### src/rtl/esg_div_cell.sv
module esg_div_cell #(
    parameter int W = 22
) (
    input  logic         i_clk,
    input  logic         i_load,
    input  logic [W-1:0] i_rem,
    input  logic [W-1:0] i_low,
    input  logic [W-1:0] i_quo,
    input  logic [W-1:0] i_den,
    output logic [W-1:0] o_rem,
    output logic [W-1:0] o_low,
    output logic [W-1:0] o_quo,
    output logic [W-1:0] o_den
);

    logic [W:0] t;
    logic [W:0] diff;
    logic       ge;

    always_comb begin
        t    = {i_rem, i_low[W-1]};
        diff = t - {1'b0, i_den};
        ge   = (t >= {1'b0, i_den});
    end

    always_ff @(posedge i_clk) begin
        if (i_load) begin
            o_rem <= ge ? diff[W-1:0] : t[W-1:0];
            o_low <= {i_low[W-2:0], 1'b0};
            o_quo <= {i_quo[W-2:0], ge};
            o_den <= i_den;
        end
    end

endmodule

### config.mk
export PLATFORM = sky130hd
export DESIGN_NAME = esg_div_cell
export DESIGN_NICKNAME = d
export VERILOG_FILES = /design/src/rtl/esg_div_cell.sv
export SDC_FILE = /design/constraint.sdc
export NUM_CORES = 1
export LEC_CHECK = 0
export BUFFER_PORTS_ARGS = -buffer_cell sky130_fd_sc_hd__clkbuf_2
export CORE_MARGIN = 2
export CORE_UTILIZATION = 44
export CTS_CLUSTER_SIZE = 30
export DETAILED_ROUTE_END_ITERATION = 7
export GPL_ROUTABILITY_DRIVEN = 0
export HOLD_SLACK_MARGIN = 0.1
export PLACE_DENSITY = 0.77
export RECOVER_POWER = 50
export SETUP_SLACK_MARGIN = 0.15
export SYNTH_ARGS = -nofsm -noshare
export SYNTH_HDL_FRONTEND = slang
export SYNTH_SLANG_ARGS = --single-unit
### constraint.sdc
create_clock -name i_clk -period 2.5 [get_ports i_clk]
set_clock_uncertainty 0.15 [all_clocks]
set_input_delay 0.125 -clock i_clk [delete_from_list [all_inputs] [get_ports i_clk]]
set_output_delay 0.125 -clock i_clk [all_outputs]
set_load 0.005 [all_outputs]
==> impl_metrics.toml, run 1 <==
[outcome]
status = "finished clean"

[detailed_routing]
wl_per_cell_um = 17.84
drt-initial-drc-count = 340
ant_nets = 0
dr_total_vias = 4044
wl_um = 13880
drc = 0
firstDrtPassIters = 5
vias_per_cell = 5.198

[synthesis]
synthTopCellsByArea = "edfxtp_1 60%, ha_1 6.3%, mux2_4 5.8%"
async_flop_share = 0
dominantRegCellSynth = "edfxtp_1"
ys_warn_count = 0
yosys.area.top_type = "edfxtp_1"
synth_cell_types = 54
ys_seq_area_frac = 0.5974
synth_nets = 448
syn_area_um2 = 4373
ys_ff_latch = 87
postSynthCellCount = 335
synth_edf_count = 87
syn_avg_cell_area_um2 = 13.05
synth_top_area_frac = 0.5974

[cells_and_area]
fin_area_um2 = 6845
fin_cells = 778
drive_gt1_frac = 0.3364
fill_cells = 701
utilization = 0.7036
diodes = 0
syn2layout_area_growth_pct = 56.54
regArea_um2 = 2613
finish.net_count = 754
multi_input_area_um2 = 1692

[critical_path]
start_kind = "primary input"
cp_max_fo = 9
arrival_ns = 2.28
path_class = "in2reg"
cp-end-kind = "flip-flop"
cp.required_ns = 2.46

[die]
die_w_um = 103.7
dieArea_um2 = 10750
die_height_um = 103.7
pin_count = 178
initial_core_util = 0.4495
core_area_um2 = 9729
rows = 36

[sta]
setup_viol = 0
relSlewSlack = 0.4134
max_freq_mhz = 431.9
fin_crit_ns = 2.315
worstMarginPinSlew_ns = 0.8799
fin_ws_ns = 0.1849
fin_setup_tns_ns = 0
finalCritPeriodShare = 0.9261
report.final.slew_viol_count = 0
hold_viol = 0
hold_ws_ns = 0.1839
rsz0062_at_grt = "yes"

[grt]
grt_max_degree = 58
grt_pass1_vias = 4120
grt_overflow = 0
grt_pass1_wl_um = 21840
antenna_found_initial = 0
grt_usage = 0.2612

[pwr]
ir_worst_vdd_mv = 0.2330
power_density_nw_per_um2 = 562.4
leakage_nw = 2.911
power.total_mw = 3.850

[worst_hold_path]
hold_class = "in2reg"
hold_start = "i_rem[21]"
whs_endpoint = "o_rem[20]"
hold_depth = 5

[place]
dpl-instance-area_um2 = 5822
port_buffers = 175
hpwl_um = 8684
pre_cts_ws_ns = -0.3038
numPlacedInstances = 673

[clock_tree]
cts-buffers-inserted = 9
clk_path_buf_depth = 2
cts-root-buf = "clkbuf_8"
cts.sinks = 87
cts_tree = "done"
htree_num_levels = 3
clk_pin_slew_ns = 0.10

[flow_run]
cap_viol_max_count = 0
## cell usage after synthesis, drive strengths merged (6+ instances only)
cell / n
a21oi: 26
nor3: 7
o21ai: 15
nor2: 13
clkbuf: 6
edfxtp: 87
nand4: 6
ha: 22
xor2: 8
buf: 7
xnor2: 7
inv: 30
mux2: 21
nand2: 24
## metal layers
metal | track usage | vias up | share of wire | routed length, um
li1 | - | 1862 | - | -
met1 | 0.2990 | 1926 | 0.38 | 5331
met2 | 0.4622 | 218 | 0.51 | 7111
met3 | 0.07867 | 38 | 0.073 | 1010
met4 | 0.09556 | 0 | 0.030 | 422
met5 | 0 | - | 0 | 0
## worst max-delay path: stages
cell and delay [ns]:
clkbuf_1 0.14, inv_4 0.05, ha_4 0.25, nand4_1 0.13, or3_1 0.34, a211o_1 0.28
a2111oi_4 0.33, nor2_2 0.11, buf_6 0.17, mux2_1 0.34
## state kept, by name, indices dropped and copies added, names as in the netlist
signal  flops
o_den      22
o_quo      22
o_rem      22
o_low      21
## how the worst max path moves through the flow
stage	startpoint	end	slack (ns)	depth (start not counted)
final	i_den[13]	o_rem[1]	0.18	10
after CTS	i_den[14]	o_rem[21]	0.17	10
after detailed placement	i_den[14]	o_rem[1]	-0.30	10
after global placement	i_den[14]	o_rem[1]	-0.27	10
after global routing	i_den[13]	o_rem[21]	0.11	10
after floorplan	i_den[7]	o_rem[10]	-0.08	10
## logic make-up after synthesis
kind of cell,after synthesis,synth area share
xor+xnor,15,0.03004
fa+ha+maj,23,0.06752
mux,23,0.07325
simple gates,71,0.08212
flops,87,0.5974
compound gates,72,0.1064
buf+inv,43,0.04234
other cells,1,0.0008575
## final cells by class
type,instances,share of cell area
clock buffers,9,0.01810
repair buffers,308,0.2979
clock inverters,6,0.01042
flip-flops and latches,87,0.3816
inverters,30,0.02047
well taps,133,0.02431
multi-input cells,205,0.2471
## repair_timing
action | CTS | global route
setup buffers | 1 | 1
hold buffers | 88 | 0
endpoints found under the hold margin | 116 | 0
gates cloned | 0 | 0
pin swaps | 1 | 1
setup endpoints to repair | 20 | 20
resized for setup | 1 | 1
## where the power goes
part / switching, mW / internal, mW
clock network: 0.550 / 0.463
registers: 0.0494 / 1.78
logic: 0.479 / 0.528
total: 1.08 / 2.77
## layout by cell type, fill, tap and decap left out, types with 10 or more instances in the layout
cell type	count
nor2_1	12
buf_4	43
dlygate4sd3_1	88
inv_1	23
o21ai_0	10
clkbuf_1	57
mux2_4	17
a21oi_1	26
clkbuf_2	118
nand2_1	22
ha_1	14
edfxtp_1	87
Power figures use the tool's default switching activity.
==> run 2: changes to the inputs <==
--- a/config.mk
+++ b/config.mk
@@ -7,11 +7,9 @@
 export LEC_CHECK = 0
 export BUFFER_PORTS_ARGS = -buffer_cell sky130_fd_sc_hd__clkbuf_2
-export CORE_MARGIN = 2
-export CORE_UTILIZATION = 44
+export CORE_UTILIZATION = 30
 export CTS_CLUSTER_SIZE = 30
 export DETAILED_ROUTE_END_ITERATION = 7
 export GPL_ROUTABILITY_DRIVEN = 0
 export HOLD_SLACK_MARGIN = 0.1
-export PLACE_DENSITY = 0.77
 export RECOVER_POWER = 50
 export SETUP_SLACK_MARGIN = 0.15
==> constraint.sdc (replaced) <==
create_clock -name i_clk -period 2.5 [get_ports i_clk]
set_clock_uncertainty 0.15 [all_clocks]
set_input_delay 0.375 -clock i_clk [delete_from_list [all_inputs] [get_ports i_clk]]
set_output_delay 0.375 -clock i_clk [all_outputs]
set_load 0.005 [all_outputs]
==> run 2 against run 1 <==
Effect of this change:
- the run now ends with setup timing left
- worst hold slack better by 0.012 ns
- sequential cell count stayed put
- clock power is 47% higher
- largest cell class unchanged
- power is 13% higher
- wire length is 6.8% lower
- via count is 4.5% lower
- combinational power hardly changed
- sequential share of layout area is 1.5 points lower
- critical endpoint is now o_rem[7]
- non-clock buffer count is 7 higher
- die area is 40% higher
- sequential power hardly changed
- critical path type unchanged
==> impl_metrics.toml, run 2 (synthesized netlist as in run 1, its figures left out) <==
[outcome]
status = "finished with violations"
violations = "setup timing"

[clock_tree]
htree_num_levels = 3
clk_pin_slew_ns = 0.07
cts-buffers-inserted = 9
clk_path_buf_depth = 2
cts-root-buf = "clkbuf_16"
cts.sinks = 87
cts_tree = "done"

[cells_and_area]
finish.net_count = 761
utilization = 0.5073
final_cell_mix = "153 x clkbuf_2, 87 x edfxtp_1, 74 x buf_4"
fill_cells = 1274
fin_cells = 833
final_common_cell = "clkbuf_2"
diodes = 0
drive_gt1_frac = 0.4502
syn2layout_area_growth_pct = 62.89
reg_top3 = "o_den: 22 flops, o_quo: 22 flops, o_rem: 22 flops"

[critical_path]
arrival_ns = 2.61
cp_max_fo = 3
cp-end-kind = "flip-flop"
path_class = "in2reg"
start_kind = "primary input"
cp.required_ns = 2.45

[detailed_routing]
drc = 0
drt-initial-drc-count = 192
wl_per_cell_um = 15.53
vias_per_cell = 4.637
dr_total_vias = 3863
ant_nets = 0
firstDrtPassIters = 5
wl_um = 12930

[pwr]
p_sw_mw = 1.105
power.total_mw = 4.344
share_seq_of_total_power = 0.420
power_density_nw_per_um2 = 609.9
internal_power_mw = 3.239
switching_share = 0.2544
ir_worst_vdd_mv = 0.3055
combPwrFrac = 0.238
leakage_nw = 3.153
pwr-share-clk = 0.341

[grt]
grt_overflow = 0
grt_pass1_vias = 3940
grt_max_degree = 36
grt_usage = 0.1726
grt_pass1_wl_um = 19380
antenna_found_initial = 0

[sta]
finalCritPeriodShare = 1.066
fin_crit_ns = 2.666
setup_viol = 21
max_freq_mhz = 375.2
hold_viol = 0
hold_ws_ns = 0.1955
fin_ws_ns = -0.1655
report.final.slew_viol_count = 0
worstMarginPinSlew_ns = 1.362
rsz0062_at_grt = "yes"
relSlewSlack = 0.09228

[place]
port_buffers = 175
hpwl_um = 9624
numPlacedInstances = 751

[die]
die_w_um = 122.7
rows = 43
initial_core_util = 0.3114
core_area_um2 = 14040
die_height_um = 122.7
dieArea_um2 = 15060
pin_count = 178

[worst_hold_path]
hold_class = "in2reg"

[flow_run]
cap_viol_max_count = 0
==> run 2: power by group through the flow <==
stage	sequential (mW)	clock, mW	combinational, mW
after floorplan	1.87	0	0.454
after detailed placement	1.86	0	0.945
after global placement	1.86	0	0.930
after global routing	1.84	1.59	1.14
after CTS	1.83	1.53	1.04
final	1.83	1.48	1.04
==> run 2: routing by layer <==
layer  share of wire  global-route usage
met5               0                   0
met3           0.079             0.05112
met4           0.015             0.05488
met1            0.40              0.1965
met2            0.50              0.3076
==> run 2: what timing repair did <==
item / 4_1_cts / 5_1_grt
gates resized for setup: 9 / 4
setup endpoints to repair: 23 / 23
endpoints found under the hold margin: 61 / 0
buffers inserted: 3 / 2
pin swaps: 2 / 0
hold buffers: 61 / 0
==> run 2: path summary, 6_finish.rpt <==
kind / from / cells after the start / to
setup / recovery: i_den[14] / 11 / o_rem[7]
hold / removal: i_den[5] / 2 / o_den[5]
==> run 2: worst max-delay path: stages <==
cell and delay (ns):
clkbuf_16 0.11, inv_8 0.03, ha_4 0.25, nand4_1 0.17, or3_1 0.36, a211o_1 0.28, a2111oi_4 0.36, nor2_2 0.11
buf_4 0.15, buf_6 0.12, mux2_4 0.29
==> run 2: metrics by stage <==
step / setup TNS (ns) / setup slack, ns / area (um^2)
2_1_floorplan: -6.491 / -0.3319 / 4559
3_3_place_gp: -11.60 / -0.5408 / 6126
3_5_place_dp: -12.98 / -0.6057 / 6126
4_1_cts: -0.9445 / -0.09624 / 7138
5_1_grt: -3.775 / -0.2264 / 7123
6_report: -2.370 / -0.1655 / 7123
==> run 2: layout make-up <==
cell class | instances | area, um^2 | area share
flip-flops and latches | 87 | 2613 | 0.3668
repair buffers | 315 | 2111 | 0.2963
multi-input cells | 205 | 1708 | 0.2398
clock buffers | 9 | 225.2 | 0.03162
well taps | 180 | 225.2 | 0.03162
inverters | 30 | 140.1 | 0.01967
clock inverters | 7 | 101.3 | 0.01423
