## src/rtl/esg_sqrt_cell.sv

```systemverilog
module esg_sqrt_cell #(
    parameter int N = 11
) (
    input  logic           i_clk,
    input  logic           i_load,
    input  logic [2*N-1:0] i_rad,
    input  logic [N+1:0]   i_rem,
    input  logic [N-1:0]   i_root,
    output logic [2*N-1:0] o_rad,
    output logic [N+1:0]   o_rem,
    output logic [N-1:0]   o_root
);

    logic [N+3:0] t;
    logic [N+3:0] trial;
    logic [N+3:0] diff;
    logic         ge;

    always_comb begin
        t     = {i_rem, i_rad[2*N-1:2*N-2]};
        trial = {2'b00, i_root, 2'b01};
        diff  = t - trial;
        ge    = (t >= trial);
    end

    always_ff @(posedge i_clk) begin
        if (i_load) begin
            o_rem  <= ge ? diff[N+1:0] : t[N+1:0];
            o_root <= {i_root[N-2:0], ge};
            o_rad  <= {i_rad[2*N-3:0], 2'b00};
        end
    end

endmodule

```

## config.mk

```make
export PLATFORM = sky130hd
export DESIGN_NAME = esg_sqrt_cell
export DESIGN_NICKNAME = d
export VERILOG_FILES = /design/src/rtl/esg_sqrt_cell.sv
export SDC_FILE = /design/constraint.sdc
export NUM_CORES = 1
export LEC_CHECK = 0
export ABC_AREA = 1
export BUFFER_PORTS_ARGS = -buffer_cell sky130_fd_sc_hd__buf_2
export CORE_MARGIN = 4
export CORE_UTILIZATION = 49
export DETAILED_ROUTE_END_ITERATION = 6
export GPL_ROUTABILITY_DRIVEN = 0
export GPL_TIMING_DRIVEN = 0
export PLACE_DENSITY = 0.8
export SETUP_SLACK_MARGIN = 0.4
export SYNTH_ARGS = -nofsm -noshare
export SYNTH_HDL_FRONTEND = slang
export SYNTH_SLANG_ARGS = --single-unit
```

## constraint.sdc

```tcl
create_clock -name i_clk -period 2.1 [get_ports i_clk]
set_clock_uncertainty 0.2 [all_clocks]
set_input_delay 0.21 -clock i_clk [delete_from_list [all_inputs] [get_ports i_clk]]
set_output_delay 0.21 -clock i_clk [all_outputs]
set_load 0.01 [all_outputs]
```

==> reports/qor.txt, run 1 <==
outcome - complete, no violations
sink count of the clock tree - 44
number of setup violations in the final report - 0
clock transition at the register clock pins on the worst setup and hold paths after CTS - 0.10 ns
Worst Hold Depth - 3
First-pass DRT Iterations - 5
launch point of the critical path - i_root[6]
Storage cell area - 1321 sq um
hold path start - i_rem[8]
Netlist Area Pre-Place - 2410 sq um
relative slew slack - 33.49%
Layout Area Growth over Synthesis - 60.90%
average cell area after synthesis - 9.340 sq um
type of the worst min-delay path - input port to register
Core Rows - 25
via count of the first global-routing pass - 2385
GRT overflow - 0
Post-Route Setup TNS - 0 ns
max-slew violation total from the final report - 0
worst-path fanout max - 6
area of the placeable core - 4755 sq um
unique cell type count in the Yosys netlist - 24
count of state elements after synthesis - 44
global-route usage over all layers - 23.18%
cell count after placement - 417
Detail Route Antenna Nets - 0
instance count of the mapped netlist - 258
kind of cell adding the most delay to the critical path - simple AND/OR/NAND/NOR gates
x dimension of the die - 78.13 um
Worst Max-Slew Pin Slew - 0.9977 ns
max-cap violations - 0
post-route fraction of the period consumed by the critical path - 85.42%
final hold violation count - 0
mean number of vias per cell - 5.468
master cell of the clock root buffer - clkbuf_8
unrepaired setup endpoints after global routing - yes
sequential fraction of the synthesis area - 54.83%
area of the die - 6104 sq um
Worst path most repeated cell - nand2_2
DR DRC count - 0
drt total wl - 9193 um
H-tree level count - 2
die outline height - 78.13 um
Worst EP required - 1.99 ns
count of boundary I/O pins - 94
wire length of the first global-routing pass - 11030 um
CTS Buf Count - 5
leakage power total - 0.001906 uW
Vias - 2592
cell type of the slowest stage on the worst timing path - a21oi_4
layout net count - 468
estimated wirelength of the detail-placed design - 4218 um
Initial DRC Count - 237
multi-input combinational cell area - 1119 sq um
kind of end point of the critical path - register
final cell area excluding filler cells - 3877 sq um
fin cells - 474
routed wire length per instance - 19.39 um
count of synthesis-stage warnings from yosys - 0
fmax - 557.5 MHz
arrival time at the worst endpoint - 1.68 ns
clock tree from TritonCTS - done
pwr dens - 669.8 nW/um^2
CP max stage delay - 0.24 ns
Bufs and invs on worst path - 3
pin count of the biggest net entering global routing - 45
clock buffer depth - 2
shortest clock period the worst path allows after layout - 1.794 ns
antenna violations before repair - 0
Port Buffers - 91
kind of critical path - input port to register
CP Cell Sequence - buf_4 -> inv_4 -> ha_4 -> nand2_2 -> nand2_2 -> nand2_2 -> nand2_4 -> a21oi_4 -> nand3_4 -> clkbuf_16 -> nand2_1 -> nand2_1
number of antenna diodes - 0
starting density of the core - 50.68%
Placed Area - 3129 sq um
maximum vdd ir drop - 0.5187 mV
total of fill cells in the finished design - 270
CP startpoint kind - input port
fraction of layout cells with a size suffix above 1 - 45.21%
hold worst-path end - o_rem[10]$_DFFE_PP_
per-stage QoR:
stage | power [uW] | utilization, % | worst slack [ns] | hold slack [ns]
final | 2597 | 81.55 | 0.3062 | 0.06497
after global routing | 2698 | 81.55 | 0.2828 | 0.08583
after CTS | 2408 | 74.84 | 0.4091 | 0.07835
after detailed placement | 1630 | 65.82 | 0.08081 | 0.1887
after global placement | 1615 | 65.82 | 0.1102 | 0.1866
after floorplan | 1427 | - | 0.4004 | 0.1089
worst max path at each step:
stage,cells after the start,end,slack [ns]
6_report,12,o_rem[6]$_DFFE_PP_,0.31
5_1_grt,12,o_rem[6]$_DFFE_PP_,0.28
4_1_cts,14,o_rem[3]$_DFFE_PP_,0.41
3_5_place_dp,12,o_rem[0]$_DFFE_PP_,0.08
3_3_place_gp,14,o_rem[0]$_DFFE_PP_,0.11
2_1_floorplan,10,o_rem[10]$_DFFE_PP_,0.40
registers in the layout, summed over array words and instances, names as in the netlist:
signal,cells
o_rad,20
o_root,11
o_rem,13
layout make-up:
class                   count  share of cell area, %
clock buffers               5                  1.775
plain buffers               6                  1.678
well taps                  67                  2.162
multi-input cells         161                  28.85
inverters                  48                  4.711
clock inverters             2                  1.549
repair buffers            141                  25.20
flip-flops and latches     44                  34.08
layout by cell type, fill, tap and decap left out, drive strengths merged:
cell | netlist | routed
xnor2 | 1 | 1
dlygate4sd3 | 0 | 30
nor2 | 9 | 9
and2 | 1 | 1
inv | 48 | 48
nand3b | 1 | 1
edfxtp | 44 | 44
nand2 | 94 | 94
xor2 | 4 | 4
bufinv | 0 | 2
nand3 | 10 | 10
clkbuf | 0 | 8
buf | 6 | 114
nand4 | 18 | 18
a21oi | 6 | 6
conb | 1 | 2
o21ai | 2 | 2
ha | 13 | 13
Yosys cell counts:
cell | number | area [sq um]
nor2_2 | 1 | 6.260
and2_1 | 1 | 6.260
nor2_4 | 1 | 11.26
inv_1 | 44 | 165.2
xnor2_1 | 1 | 8.760
conb_1 | 1 | 3.750
inv_2 | 4 | 15.01
nand3b_1 | 1 | 7.510
nand4_1 | 17 | 106.4
edfxtp_1 | 44 | 1321
a21oi_1 | 5 | 25.02
nand4_4 | 1 | 21.27
xor2_1 | 4 | 35.03
a21oi_4 | 1 | 16.27
ha_1 | 13 | 162.7
o21ai_1 | 2 | 10.01
buf_2 | 3 | 15.01
nand3_1 | 9 | 45.04
nand3_4 | 1 | 17.52
nand2_2 | 2 | 12.51
nor2_1 | 7 | 26.28
nand2_1 | 92 | 345.3
buf_6 | 1 | 11.26
buf_4 | 2 | 15.01
where the power goes:
part           internal, uW  total [uW]  switching (uW)
combinational           311         708             398
sequential             1070        1100            27.4
clock                   469         790             321
total                  1850        2600             746
per-layer routing:
metal,GRT usage (%),vias up,routed length [um]
met2,43.66,215,4558
met1,26.01,1200,3307
li1,-,1127,-
met5,0,-,0
met3,4.931,50,924
met4,6.993,0,403
what timing repair did:
action / 4_1_cts / 5_1_grt
gates cloned: 0 / 3
resized for setup: 0 / 44
hold buffers: 30 / 0
hold endpoints to repair: 30 / 0
endpoints found under the setup margin: 2 / 14
pin swaps: 1 / 23
buffers inserted: 0 / 17
logic make-up after synthesis:
kind of cell,synth area share [%]
XOR/XNOR,1.817
adder cells (fa/ha/maj),6.750
other,0.1556
AND/OR/NAND/NOR,25.13
buffers and inverters,9.190
flip-flops,54.83
AO/OA/AOI/OAI,2.129
(Power assumes the default switching activity.)
==> run 2, diff against run 1 <==
--- a/config.mk
+++ b/config.mk
@@ -8,11 +8,12 @@
 export ABC_AREA = 1
 export BUFFER_PORTS_ARGS = -buffer_cell sky130_fd_sc_hd__buf_2
 export CORE_MARGIN = 4
-export CORE_UTILIZATION = 49
+export CORE_UTILIZATION = 50
+export CTS_BUF_LIST = sky130_fd_sc_hd__clkbuf_8
 export DETAILED_ROUTE_END_ITERATION = 6
 export GPL_ROUTABILITY_DRIVEN = 0
 export GPL_TIMING_DRIVEN = 0
-export PLACE_DENSITY = 0.8
+export PLACE_DENSITY = 0.82
 export SETUP_SLACK_MARGIN = 0.4
 export SYNTH_ARGS = -nofsm -noshare
 export SYNTH_HDL_FRONTEND = slang
==> reports/qor.txt, run 2 (synthesis results as in run 1) <==
arrival time at the worst endpoint - 1.59 ns (-0.09 ns)
maximum vdd ir drop - 0.6198 mV (+20%)
fmax - 573.9 MHz (+2.9%)
antenna violations before repair - 0 (unchanged)
estimated wirelength of the detail-placed design - 4111 um (-2.5%)
leakage power total - 0.001892 uW (-0.75%)
kind of cell adding the most delay to the critical path - simple AND/OR/NAND/NOR gates
CP startpoint kind - input port
count of boundary I/O pins - 94 (unchanged)
type of the worst min-delay path - input port to register
max-cap violations - 0 (unchanged)
number of flip-flops in the largest register - 20 (unchanged)
kind of end point of the critical path - register
hold worst-path end - o_rem[11]$_DFFE_PP_
Worst path most repeated cell - nand2_2
Post-Route Setup TNS - 0 ns (unchanged)
worst-path fanout max - 6 (unchanged)
unrepaired setup endpoints after global routing - yes
clock buffer depth - 2 (unchanged)
sink count of the clock tree - 44 (unchanged)
relative slew slack - 32.54% (-0.95 points)
master cell of the clock root buffer - clkbuf_8
Worst Hold Depth - 3 (unchanged)
cell type of the slowest stage on the worst timing path - ha_4
Detail Route Antenna Nets - 0 (unchanged)
Bufs and invs on worst path - 3 (unchanged)
layout net count - 462 (-1.3%)
hold slack final - 0.07900 ns (+0.01402 ns)
most frequent standard cell in the layout excluding fill and tap cells - buf_2
clock tree from TritonCTS - done
routed wire length per instance - 21.11 um (+8.8%)
x dimension of the die - 77.43 um (-0.90%)
shortest clock period the worst path allows after layout - 1.743 ns (-0.05125 ns)
drt total wl - 9583 um (+4.2%)
Initial DRC Count - 456 (+92%)
First-pass DRT Iterations - 6 (+1)
H-tree level count - 2 (unchanged)
Regs by FF count - o_rad x20, o_rem x13, o_root x11
commonest non-fill, non-tap cells in the layout - buf_2, nand2_1, edfxtp_1, inv_1, dlygate4sd3_1
final hold violation count - 0 (unchanged)
clock transition at the register clock pins on the worst setup and hold paths after CTS - 0.09 ns (about the same)
Post-Route Utilization - 85.14% (+3.6 points)
Core Rows - 24 (-4.0%)
CTS Buf Count - 5 (unchanged)
DR DRC count - 0 (unchanged)
pwr dens - 656.4 nW/um^2 (-2.0%)
Worst EP required - 1.95 ns (-0.04 ns)
global-route usage over all layers - 24.05% (+0.88 points)
Port Buffers - 91 (unchanged)
final cell area excluding filler cells - 3835 sq um (-1.1%)
area of the die - 5995 sq um (-1.8%)
starting density of the core - 53.50% (+2.8 points)
post-route fraction of the period consumed by the critical path - 82.98% (-2.4 points)
Layout Area Growth over Synthesis - 59.14%
area of the placeable core - 4504 sq um (-5.3%)
number of antenna diodes - 0 (unchanged)
via count of the first global-routing pass - 2351 (-1.4%)
die outline height - 77.43 um (-0.90%)
pin count of the biggest net entering global routing - 45 (unchanged)
Largest Register - o_rad
mean number of vias per cell - 5.960 (+9.0%)
Placed Area - 3110 sq um (-0.60%)
kind of critical path - input port to register
wire length of the first global-routing pass - 11420 um (+3.5%)
Vias - 2706 (+4.4%)
max-slew violation total from the final report - 0 (unchanged)
Worst Max-Slew Pin Slew - 1.012 ns (+0.01428 ns)
CP max stage delay - 0.22 ns (-0.02 ns)
outcome - complete, no violations
hold path start - i_rem[9]
GRT overflow - 0 (unchanged)
fin cells - 454 (-4.2%)
CP Cell Sequence - buf_2 -> inv_1 -> ha_4 -> o21ai_1 -> nand2_2 -> nand2_2 -> nand2_4 -> nand2_4 -> nand3_4 -> buf_6 -> nand2_2 -> nand2_1
fraction of layout cells with a size suffix above 1 - 44.28% (-0.93 points)
cell count after placement - 402 (-3.6%)
number of setup violations in the final report - 0 (unchanged)
run 2: changes by cell type in the layout (fill, tap and decap cells not counted), moves of 2 or more:
cell and change:
clkbuf_16 -2, buf_4 -4, inv_1 +3, buf_2 -7, inv_2 -6, inv_4 +3
nand2_1 -4, nand2_4 +4, buf_6 +6
run 2: how the worst max path moves through the flow:
| stage | end | slack (ns) | depth (start not counted) | start |
|---|---|---|---|---|
| finish | o_rem[4]$_DFFE_PP_ | 0.36 | 12 | i_root[0] |
| global route | o_rem[4]$_DFFE_PP_ | 0.30 | 12 | i_root[0] |
| CTS | o_rem[3]$_DFFE_PP_ | 0.40 | 14 | i_root[4] |
| detailed placement | o_rem[11]$_DFFE_PP_ | 0.1 | 14 | i_root[3] |
| global placement | o_rem[0]$_DFFE_PP_ | 0.11 | 14 | i_root[3] |
| floorplan | o_rem[10]$_DFFE_PP_ | 0.40 | 10 | i_root[3] |
run 2: repair_timing:
| action | 4_1_cts | 5_1_grt |
|---|---|---|
| endpoints found under the hold margin | 30 | 0 |
| setup buffers | 0 | 12 |
| hold buffers | 30 | 0 |
| resized for setup | 3 | 64 |
| setup endpoints to repair | 9 | 14 |
| pin swaps | 1 | 27 |
| cloned | 1 | 1 |
run 2: area by class of cell:
cell class | count | area, sq um
Fill cell | 200 | 669.4
Buffer | 6 | 63.81
Sequential cell | 44 | 1321
Multi-Input combinational cell | 161 | 1136
Tap cell | 52 | 65.06
Clock inverter | 3 | 38.79
Clock buffer | 5 | 68.82
Timing Repair Buffer | 135 | 945.9
Inverter | 48 | 195.2
run 2: routing by layer:
layer | track usage, % | share of wire, % | vias to the layer above | routed length (um)
met5 | 0 | 0 | - | 0
met4 | 6.584 | 4.9 | 0 | 473
met3 | 3.819 | 12 | 61 | 1139
met2 | 45.51 | 47 | 263 | 4535
met1 | 28.06 | 36 | 1258 | 3435
li1 | - | - | 1124 | -
run 2: where the power goes:
group	leakage, uW	internal, uW	switching (uW)	total [uW]
Clock	0.0000593	349	321	670
Combinational	0.00140	323	425	748
Sequential	0.000430	1070	27.7	1100
Total	0.00189	1740	774	2520
run 2: stage by stage:
stage / power (uW) / worst slack (ns)
3_5_place_dp: 1627 / 0.09836
3_3_place_gp: 1615 / 0.1103
5_1_grt: 2610 / 0.3043
2_1_floorplan: 1427 / 0.4004
4_1_cts: 2293 / 0.4048
6_report: 2517 / 0.3575
==> run 3, diff against run 2 <==
--- a/config.mk
+++ b/config.mk
@@ -8,12 +8,12 @@
 export ABC_AREA = 1
 export BUFFER_PORTS_ARGS = -buffer_cell sky130_fd_sc_hd__buf_2
 export CORE_MARGIN = 4
-export CORE_UTILIZATION = 50
+export CORE_UTILIZATION = 46
 export CTS_BUF_LIST = sky130_fd_sc_hd__clkbuf_8
 export DETAILED_ROUTE_END_ITERATION = 6
 export GPL_ROUTABILITY_DRIVEN = 0
 export GPL_TIMING_DRIVEN = 0
-export PLACE_DENSITY = 0.82
+export PLACE_DENSITY = 0.79
 export SETUP_SLACK_MARGIN = 0.4
 export SYNTH_ARGS = -nofsm -noshare
 export SYNTH_HDL_FRONTEND = slang
==> constraint.sdc (replaced) <==
create_clock -name i_clk -period 1.5 [get_ports i_clk]
set_clock_uncertainty 0.2 [all_clocks]
set_input_delay 0.15 -clock i_clk [delete_from_list [all_inputs] [get_ports i_clk]]
set_output_delay 0.15 -clock i_clk [all_outputs]
set_load 0.01 [all_outputs]
==> reports/qor.txt, run 3 (synthesis results as in run 1) <==
leakage power total - 0.001983 uW (+4.8%)
Regs by FF count - o_rad x20, o_rem x13, o_root x11
max-slew violation total from the final report - 0 (unchanged)
x dimension of the die - 80.38 um (+3.8%)
area of the placeable core - 5107 sq um (+13%)
type of the worst min-delay path - input port to register
fraction of layout cells with a size suffix above 1 - 47.23% (+3.0 points)
antenna violations before repair - 0 (unchanged)
relative slew slack - 62.51% (+30 points)
unrepaired setup endpoints after global routing - yes
fmax - 615.1 MHz
final hold violation count - 0 (unchanged)
arrival time at the worst endpoint - 1.48 ns (-0.11 ns)
Vias - 2498 (-7.7%)
First-pass DRT Iterations - 5 (-1)
Worst Max-Slew Pin Slew - 0.5624 ns (-0.4496 ns)
H-tree level count - 2 (unchanged)
Port Buffers - 91 (unchanged)
fin cells - 485 (+6.8%)
max-cap violations - 0 (unchanged)
cell count after placement - 420 (+4.5%)
clock tree from TritonCTS - done
CTS Buf Count - 5 (unchanged)
die outline height - 80.38 um (+3.8%)
Placed Area - 3177 sq um (+2.1%)
sink count of the clock tree - 44 (unchanged)
Core Rows - 26 (+8.3%)
routed wire length per instance - 15.92 um (-25%)
pin count of the biggest net entering global routing - 45 (unchanged)
drt total wl - 7721 um (-19%)
Layout Area Growth over Synthesis - 69.99%
Initial DRC Count - 218 (-52%)
Final WS setup - -0.1259 ns (-0.4833 ns)
layout net count - 476 (+3.0%)
commonest non-fill, non-tap cells in the layout - buf_2, nand2_1, edfxtp_1, dlygate4sd3_1, inv_1
wire length of the first global-routing pass - 11150 um (-2.4%)
Worst Hold Depth - 3 (unchanged)
final cell area excluding filler cells - 4096 sq um (+6.8%)
kind of end point of the critical path - register
GRT overflow - 0 (unchanged)
global-route usage over all layers - 22.64% (-1.4 points)
most frequent standard cell in the layout excluding fill and tap cells - buf_2
clock buffer depth - 2 (unchanged)
DR DRC count - 0 (unchanged)
post-route fraction of the period consumed by the critical path - 108.4%
Worst EP required - 1.36 ns (-0.59 ns)
clock transition at the register clock pins on the worst setup and hold paths after CTS - 0.08 ns (about the same)
number of antenna diodes - 0 (unchanged)
via count of the first global-routing pass - 2426 (+3.2%)
maximum vdd ir drop - 0.5323 mV (-14%)
outcome - complete, but fails checks
CP startpoint kind - input port
estimated wirelength of the detail-placed design - 4011 um (-2.4%)
pwr dens - 889.0 nW/um^2 (+35%)
area of the die - 6461 sq um (+7.8%)
violated checks - setup timing
number of setup violations in the final report - 13 (+13)
master cell of the clock root buffer - clkbuf_8
number of flip-flops in the largest register - 20 (unchanged)
Detail Route Antenna Nets - 0 (unchanged)
worst-path fanout max - 5 (-1)
count of boundary I/O pins - 94 (unchanged)
shortest clock period the worst path allows after layout - 1.626 ns
total power consumption of the routed design - 3642 uW (+45%)
mean number of vias per cell - 5.151 (-14%)
Largest Register - o_rad
starting density of the core - 47.18% (-6.3 points)
kind of critical path - input port to register
## run 3: final cells by class
type	instances	area, sq um
fill	276	1011
sequential	44	1321
clock inverter	2	60.06
timing repair buffer	149	1152
inverter	48	207.7
tap	70	87.58
buffer	6	63.81
multi-input combinational	161	1135
clock buffer	5	68.82
## run 3: routing by layer
layer	global-route usage, %	part of all wire, %	vias up
met5	0	0	-
met4	7.095	2.7	0
met3	4.260	8.3	26
met2	43.46	52	147
met1	24.75	37	1175
li1	-	-	1150
## run 3: metrics by stage
stage	TNS (ns)	utilization, %	worst slack (ns)	hold slack, ns
global route	-2.141	80.21	-0.1989	0.04763
floorplan	-1.474	-	-0.1288	0.04887
finish	-1.282	80.21	-0.1259	0.02962
CTS	-0.3343	77.88	-0.04057	0.007638
global placement	-6.306	62.20	-0.4892	0.1266
detailed placement	-6.508	62.20	-0.5062	0.1283
## run 3: critical path, cell delays in order
cell and delay [ns]:
buf_4 0.13, ha_4 0.30, nand2_2 0.07, inv_2 0.08
nand2_2 0.07, nor2_4 0.11, nand4_4 0.11, bufbuf_16 0.29
nand4_1 0.10, nand2_1 0.08
## run 3: path summary, 6_finish.rpt
path  startpoint            endpoint  slack (ns)
max     i_rem[2]  o_rem[7]$_DFFE_PP_       -0.13
min     i_rem[2]  o_rem[4]$_DFFE_PP_        0.03
## run 3: timing repair
| action | in CTS | in global routing |
|---|---|---|
| setup endpoints to repair | 102 | 58 |
| pin swaps | 26 | 16 |
| hold buffers | 36 | 0 |
| hold endpoints to repair | 36 | 0 |
| resized for setup | 39 | 26 |
| gates cloned | 2 | 0 |
| buffers inserted | 16 | 4 |
## run 3: power breakdown
| group | total [uW] | leakage (uW) | switching [uW] | internal [uW] |
|---|---|---|---|---|
| registers | 1530 | 0.000430 | 34.2 | 1500 |
| logic | 1050 | 0.00149 | 543 | 509 |
| clock network | 1060 | 0.0000642 | 402 | 655 |
| total | 3640 | 0.00198 | 979 | 2660 |
